$ cat config.mk
export PLATFORM = sky130hd
export DESIGN_NAME = ffa_ram
export DESIGN_NICKNAME = d
export VERILOG_FILES = /design/src/sv/first_fit_free_list_allocator_macros.svh /design/src/sv/ffa_ram.sv
export SDC_FILE = /design/constraint.sdc
export NUM_CORES = 2
export LEC_CHECK = 0
export BUFFER_PORTS_ARGS = -buffer_cell sky130_fd_sc_hd__buf_2
export CAP_MARGIN = 5
export CORE_ASPECT_RATIO = 0.8
export CORE_UTILIZATION = 54
export CTS_CLUSTER_SIZE = 24
export DETAILED_ROUTE_END_ITERATION = 10
export PLACE_DENSITY = 0.72
export SETUP_SLACK_MARGIN = 0.05
export SYNTH_ARGS = -nofsm -noshare
export SYNTH_HDL_FRONTEND = slang
export SYNTH_SLANG_ARGS = --single-unit
$ cat constraint.sdc
create_clock -name clock -period 2.3 [get_ports clock]
set_clock_uncertainty 0.2 [all_clocks]
set_input_delay 0 -clock clock [delete_from_list [all_inputs] [get_ports clock]]
set_output_delay 0 -clock clock [all_outputs]
set_load 0.01 [all_outputs]
$ cat src/sv/first_fit_free_list_allocator_macros.svh
// Assertion helpers for the allocator. Both expect signals named clock and reset in scope.
`ifndef FIRST_FIT_FREE_LIST_ALLOCATOR_MACROS_SVH
`define FIRST_FIT_FREE_LIST_ALLOCATOR_MACROS_SVH

// Same-cycle implication.
`define FFA_ASSERT_IMP(lbl, ante, cons, msg) \
   lbl: assert property (@(posedge clock) disable iff (reset) (ante) |-> (cons)) \
      else $error(msg);

// Next-cycle implication.
`define FFA_ASSERT_NXT(lbl, ante, cons, msg) \
   lbl: assert property (@(posedge clock) disable iff (reset) (ante) |=> (cons)) \
      else $error(msg);

`endif

$ cat src/sv/ffa_ram.sv
`default_nettype none
module ffa_ram #(
   parameter int unsigned Width = 8,
   parameter int unsigned Depth = 256
) (
   input  wire logic                     clock,
   input  wire logic                     wr_en,
   input  wire logic [$clog2(Depth)-1:0] wr_addr,
   input  wire logic [Width-1:0]         wr_data,
   input  wire logic                     rd_en,
   input  wire logic [$clog2(Depth)-1:0] rd_addr,
   output logic      [Width-1:0]         rd_data
);

   logic [Width-1:0] mem [Depth];

   always_ff @(posedge clock) begin
      if (wr_en) begin
         mem[wr_addr] <= wr_data;
      end
      if (rd_en) begin
         rd_data <= mem[rd_addr];
      end
   end

endmodule
`default_nettype wire

# ---- Word level (Yosys, flattened, before mapping)
# Memory sizes are Yosys's and may differ from the RTL's. A register that Yosys moved wholly into a read port is not among the register bits.
# Index checks and enable logic that the tools add are counted.
# Widths: inputs -> output; s select.
dict set report totals {
  reg_bits 0
  latchBits 0
  mem_bits_rw 2048
  rom_bits 0
  input_bits 27
  out_inout_bits 8
  word_cells 3
  mem_count 1
}
dict set report op_classes {
  add_sub_neg 0
  mul 0
  div_mod_pow 0
  n_lt_le_gt_ge 0
  n_eq_ne 0
  shift 0
  muxes 2
  bitwise 0
  reduce_logical 0
}
# name words word_bits read_ports rd_clocked_by_memory_dff write_ports line_no
set mem_list {}
lappend mem_list {mem 256 8 1 1 1 ffa_ram.sv:15} ;# logic [Width-1:0] mem [Depth];
# op n
set ops {}
lappend ops {{$mux 1} 2}

# ---- Depth between registers and ports, before layout
dict set report depth {
  depth_word 2
  depth_mapped 11
  mapped_depth_nobuf 6
}

# ---- Worst setup path after synthesis
# OpenSTA, ideal clock, no wires.
dict set report synth_path {
  path_type {input -> register}
  from {input port rd_addr[0]}
  to {register rd_data[2] (read register of mem), data pin}
  setup_time_ns 0.269
  arrival_time_ns 1.807
  t_required_ns 1.831
  path_slack_ns 0.024
  stages 9
  path_buffers 4
  cell_sequence {buf_6 buf_12 buf_8 buf_2 mux4_2 a22oi_1 a21oi_1 nor4_1 nor4_2}
}
# element line_no
set synth_lines {}
lappend synth_lines {{start: declaration} ffa_ram.sv:11} ;# input wire logic [$clog2(Depth)-1:0] rd_addr,
lappend synth_lines {{end: declaration} ffa_ram.sv:12} ;# output logic [Width-1:0] rd_data

==> impl_metrics.env <==
export IMPL_tritoncts_num_sinks=2056
export IMPL_worstSetupPathDepth=7
export IMPL_cts_root_buf="sky130_fd_sc_hd__clkbuf_16"
export IMPL_yosys_warnings=0
export IMPL_max_clock_path_buffers=3
export IMPL_netlist_top_cell_by_area="sky130_fd_sc_hd__edfxtp_1"
export IMPL_floorplan_initialDensity_pct=54.63
export IMPL_mappedNetlistNets=3760
export IMPL_leakage_nw=30.59
export IMPL_reg2reg_start="mem[139][0]"
export IMPL_worstSetupEndpoint="rd_data[0]"
export IMPL_number_of_flops_mapped_to_enable_cells_by_yosys=2056
export IMPL_dr_wl_met3_mm=24.51
export IMPL_starting_drt_drc_count=6419
export IMPL_crit_path_start="mem[139][0]"
export IMPL_detail_route_wl_per_cell_um=30.34
export IMPL_antenna_violations_before_repair=12
export IMPL_cp_end_kind="flop"
export IMPL_fmaxAchievable_mhz=384.0
export IMPL_cp_cell_sequence="mux4_2 -> mux4_2 -> nor2_4 -> a2111oi_4 -> nor3_4 -> buf_6 -> nor4_2"
export IMPL_multi_input_area_mm2=0.01698
export IMPL_dr_pass1_iters=6
export IMPL_design_portCount=35
export IMPL_worst_slack_ns=-0.3040
export IMPL_die_area_mm2=0.1490
export IMPL_synth_distinct_cells=54
export IMPL_post_cts_buffers=0
export IMPL_synth_ff_type="sky130_fd_sc_hd__edfxtp_1"
export IMPL_area_growth_syn_to_layout_pct=18.12
export IMPL_clkSlewWorstSetupHoldPaths_ns=0.06
export IMPL_synth_seq_cells=2056
export IMPL_std_cell_rows=125
export IMPL_die_width_um=431.4
export IMPL_buffer_ports_inserted=34
export IMPL_hold_path_class="in2reg"
export IMPL_grt_max_degree=103
export IMPL_post_route_period_util_pct=113.2
export IMPL_antenna_left=0
export IMPL_synth_top_cell_area_share_pct=77.53
export IMPL_overflow=0
export IMPL_die_h_um=345.5
export IMPL_detailroute_via_count=42320
export IMPL_power_density_mw_per_mm2=799.2
export IMPL_vias_per_cell=6.401
export IMPL_reg2reg_to="rd_data[0]"
export IMPL_ys_top_cells_by_area="sky130_fd_sc_hd__edfxtp_1, sky130_fd_sc_hd__mux4_2, sky130_fd_sc_hd__mux2i_1"
export IMPL_wl_met2_mm=91.63
export IMPL_critical_path_data_arrival_time_ns=2.97
export IMPL_grt_pass1_vias=41800
export IMPL_total_power_mw=75.18
export IMPL_area_sequential_mm2=0.06174
export IMPL_cts_tree="done"
export IMPL_cp_top_family="multiplexers"
export IMPL_final_min_clock_period_ns=2.604
export IMPL_finalSetupViolCount=8
export IMPL_data_required_time_at_the_worst_endpoint_ns=2.67
export IMPL_setup_total_negative_slack_ns=-1.690
export IMPL_global_route_wire_length_before_repair_mm=290.4
export IMPL_critical_path_slowest_cell="sky130_fd_sc_hd__mux4_2"
export IMPL_mapped_area_mm2=0.07964
export IMPL_status="complete, but fails checks"
export IMPL_grt_setup_unrepaired="yes"
export IMPL_synth_async_reset_ratio_pct=0
export IMPL_synth_seq_area_share_pct=77.53
export IMPL_worst_hold_slack_ns=0.04120
export IMPL_post_synth_cell_area_avg_um2=21.33
export IMPL_maxUsedRoutingLayer="met5"
export IMPL_hpwl_mm=130.2
export IMPL_wl_met1_mm=78.16
export IMPL_coreArea_mm2=0.1458
export IMPL_start_kind="flop"
export IMPL_worst_path_buf_inv=1
export IMPL_max_slew_margin_rel_pct=41.48
export IMPL_max_vdd_ir_drop_mv=0.6956
export IMPL_synthCells=3733
export IMPL_numCtsBuffers=182
export IMPL_layout_drive_gt1_share_pct=33.58
export IMPL_r2r_cells=7
export IMPL_timing_worst_slew_pin_value_ns=0.8778
export IMPL_max_cap_viol_count=0
export IMPL_htreeDepth=4
export IMPL_cp_slowest_stage_delay_ns=0.52
export IMPL_drc_errors=0
export IMPL_final_core_utilization_pct=64.53
export IMPL_wirelength_mm=200.6
export IMPL_insertion_delay_ns=0.83
export IMPL_crit_path_max_fanout=1
export IMPL_failed_checks="setup timing"
export IMPL_grt_usage_pct=27.15
export IMPL_layout_filler_cells=9411
export IMPL_hold_viol=0
export IMPL_finish_net_count=4521
export IMPL_worst_setup_path_type="reg2reg"
export IMPL_critical_path_top_cell_by_count="sky130_fd_sc_hd__mux4_2"
export IMPL_worst_r2r_setup_slack_ns=-0.30
export IMPL_report_final_slew_viol_count=0
export IMPL_place_congestion=0.9077
layout by cell type (no fill, tap or decap), types with 12 or more instances in the layout:
master                          instances
sky130_fd_sc_hd__dlygate4sd3_1         28
sky130_fd_sc_hd__nand3_1               34
sky130_fd_sc_hd__clkinv_1              48
sky130_fd_sc_hd__a211oi_1              13
sky130_fd_sc_hd__nand2_1               33
sky130_fd_sc_hd__edfxtp_1            2056
sky130_fd_sc_hd__mux4_2               454
sky130_fd_sc_hd__a22oi_1              124
sky130_fd_sc_hd__nor4_2                13
sky130_fd_sc_hd__a21oi_1               93
sky130_fd_sc_hd__nor2b_1               23
sky130_fd_sc_hd__nor3_1                12
sky130_fd_sc_hd__o221ai_1              44
sky130_fd_sc_hd__buf_12                86
sky130_fd_sc_hd__mux2i_1              134
sky130_fd_sc_hd__buf_2                 20
sky130_fd_sc_hd__o22ai_1               28
sky130_fd_sc_hd__buf_4                657
sky130_fd_sc_hd__nor2_1               277
sky130_fd_sc_hd__clkbuf_16            186
sky130_fd_sc_hd__clkbuf_1              43
sky130_fd_sc_hd__clkinv_2              29
per-stage QoR:
step,cells,instance area [µm²],setup slack (ns)
finish,6611,94070,-0.3040
global route,6609,94060,-0.3237
CTS,6608,93930,-0.2814
detailed placement,6249,87640,-0.9280
global placement,6249,87640,-0.9165
floorplan,3733,79660,0.04228
what timing repair did:
| action | in CTS | in global routing |
|---|---|---|
| pin swaps | 13 | 12 |
| setup endpoints to repair | 8 | 16 |
| hold endpoints to repair | 3526 | 0 |
| gates cloned | 0 | 0 |
| hold buffers | 29 | 0 |
| gates resized for setup | 67 | 28 |
worst min-delay path by stage:
stage	slack (ns)	from	cells after the start	end
2_1_floorplan	-0.10	wr_data[0]	0	mem[0][0]
3_3_place_gp	0.19	wr_data[0]	1	mem[163][0]
3_5_place_dp	0.20	wr_data[0]	1	mem[162][0]
4_1_cts	0.006	wr_addr[5]	4	mem[27][5]
5_1_grt	0.02	wr_addr[1]	6	mem[246][4]
6_report	0.04	wr_addr[1]	6	mem[234][1]
power by group:
group / internal [mW] / switching, mW
Sequential: 41.3 / 0.0456
Clock: 15.9 / 13.3
Combinational: 1.90 / 2.71
Total: 59.1 / 16.0
flip-flops by register name, indices dropped and copies added (netlist names):
name,cells
rd_data,8
mem,2048
synthesized netlist by cell type, drive strengths merged (2+ instances only):
master and number:
edfxtp 2056, mux4 456, nor2 282, mux2i 134, a22oi 133, buf 122, clkbuf 111, a21oi 96
o221ai 47, nand3 34, nand2 33, nor2b 31, o22ai 28, nor4 27, nor3 22, a211oi 16
a221oi 14, o21ai 12, nand4 10, o211ai 10, a22o 8, nand2b 8, and2 6, a2111oi 5
o22a 5, o32ai 5, or2 4, a311oi 2, a31oi 2, and3b 2, nand3b 2
worst reg2reg max path, stage by stage, from the launching register on:
cell and delay (ns):
sky130_fd_sc_hd__edfxtp_1 0.37, sky130_fd_sc_hd__mux4_2 0.51, sky130_fd_sc_hd__mux4_2 0.52, sky130_fd_sc_hd__nor2_4 0.15
sky130_fd_sc_hd__a2111oi_4 0.05, sky130_fd_sc_hd__nor3_4 0.34, sky130_fd_sc_hd__buf_6 0.17, sky130_fd_sc_hd__nor4_2 0.04
cell type report:
cell class,count,share of cell area (%)
Clock inverter,101,0.8327
Clock buffer,229,5.120
Timing Repair Buffer,810,7.728
Multi-Input combinational cell,1442,18.05
Antenna cell,3,0.007981
Sequential cell,2056,65.63
Tap cell,1968,2.618
Inverter,2,0.007981
logic make-up (layout without fill, tap and decap cells):
| group | count (synthesis) | after routing | synth area share (%) |
|---|---|---|---|
| flops | 2056 | 2056 | 77.53 |
| other cells | 0 | 3 | 0 |
| mux | 591 | 591 | 14.60 |
| simple gates | 466 | 466 | 2.625 |
| buf+inv | 235 | 1142 | 1.829 |
| compound gates | 385 | 385 | 3.416 |
routing by layer:
metal | vias up | GRT usage, %
li1 | 17230 | -
met1 | 21920 | 41.05
met2 | 2786 | 39.92
met3 | 370 | 5.981
met4 | 10 | 8.322
met5 | - | 0
Power figures use the tool's default switching activity.
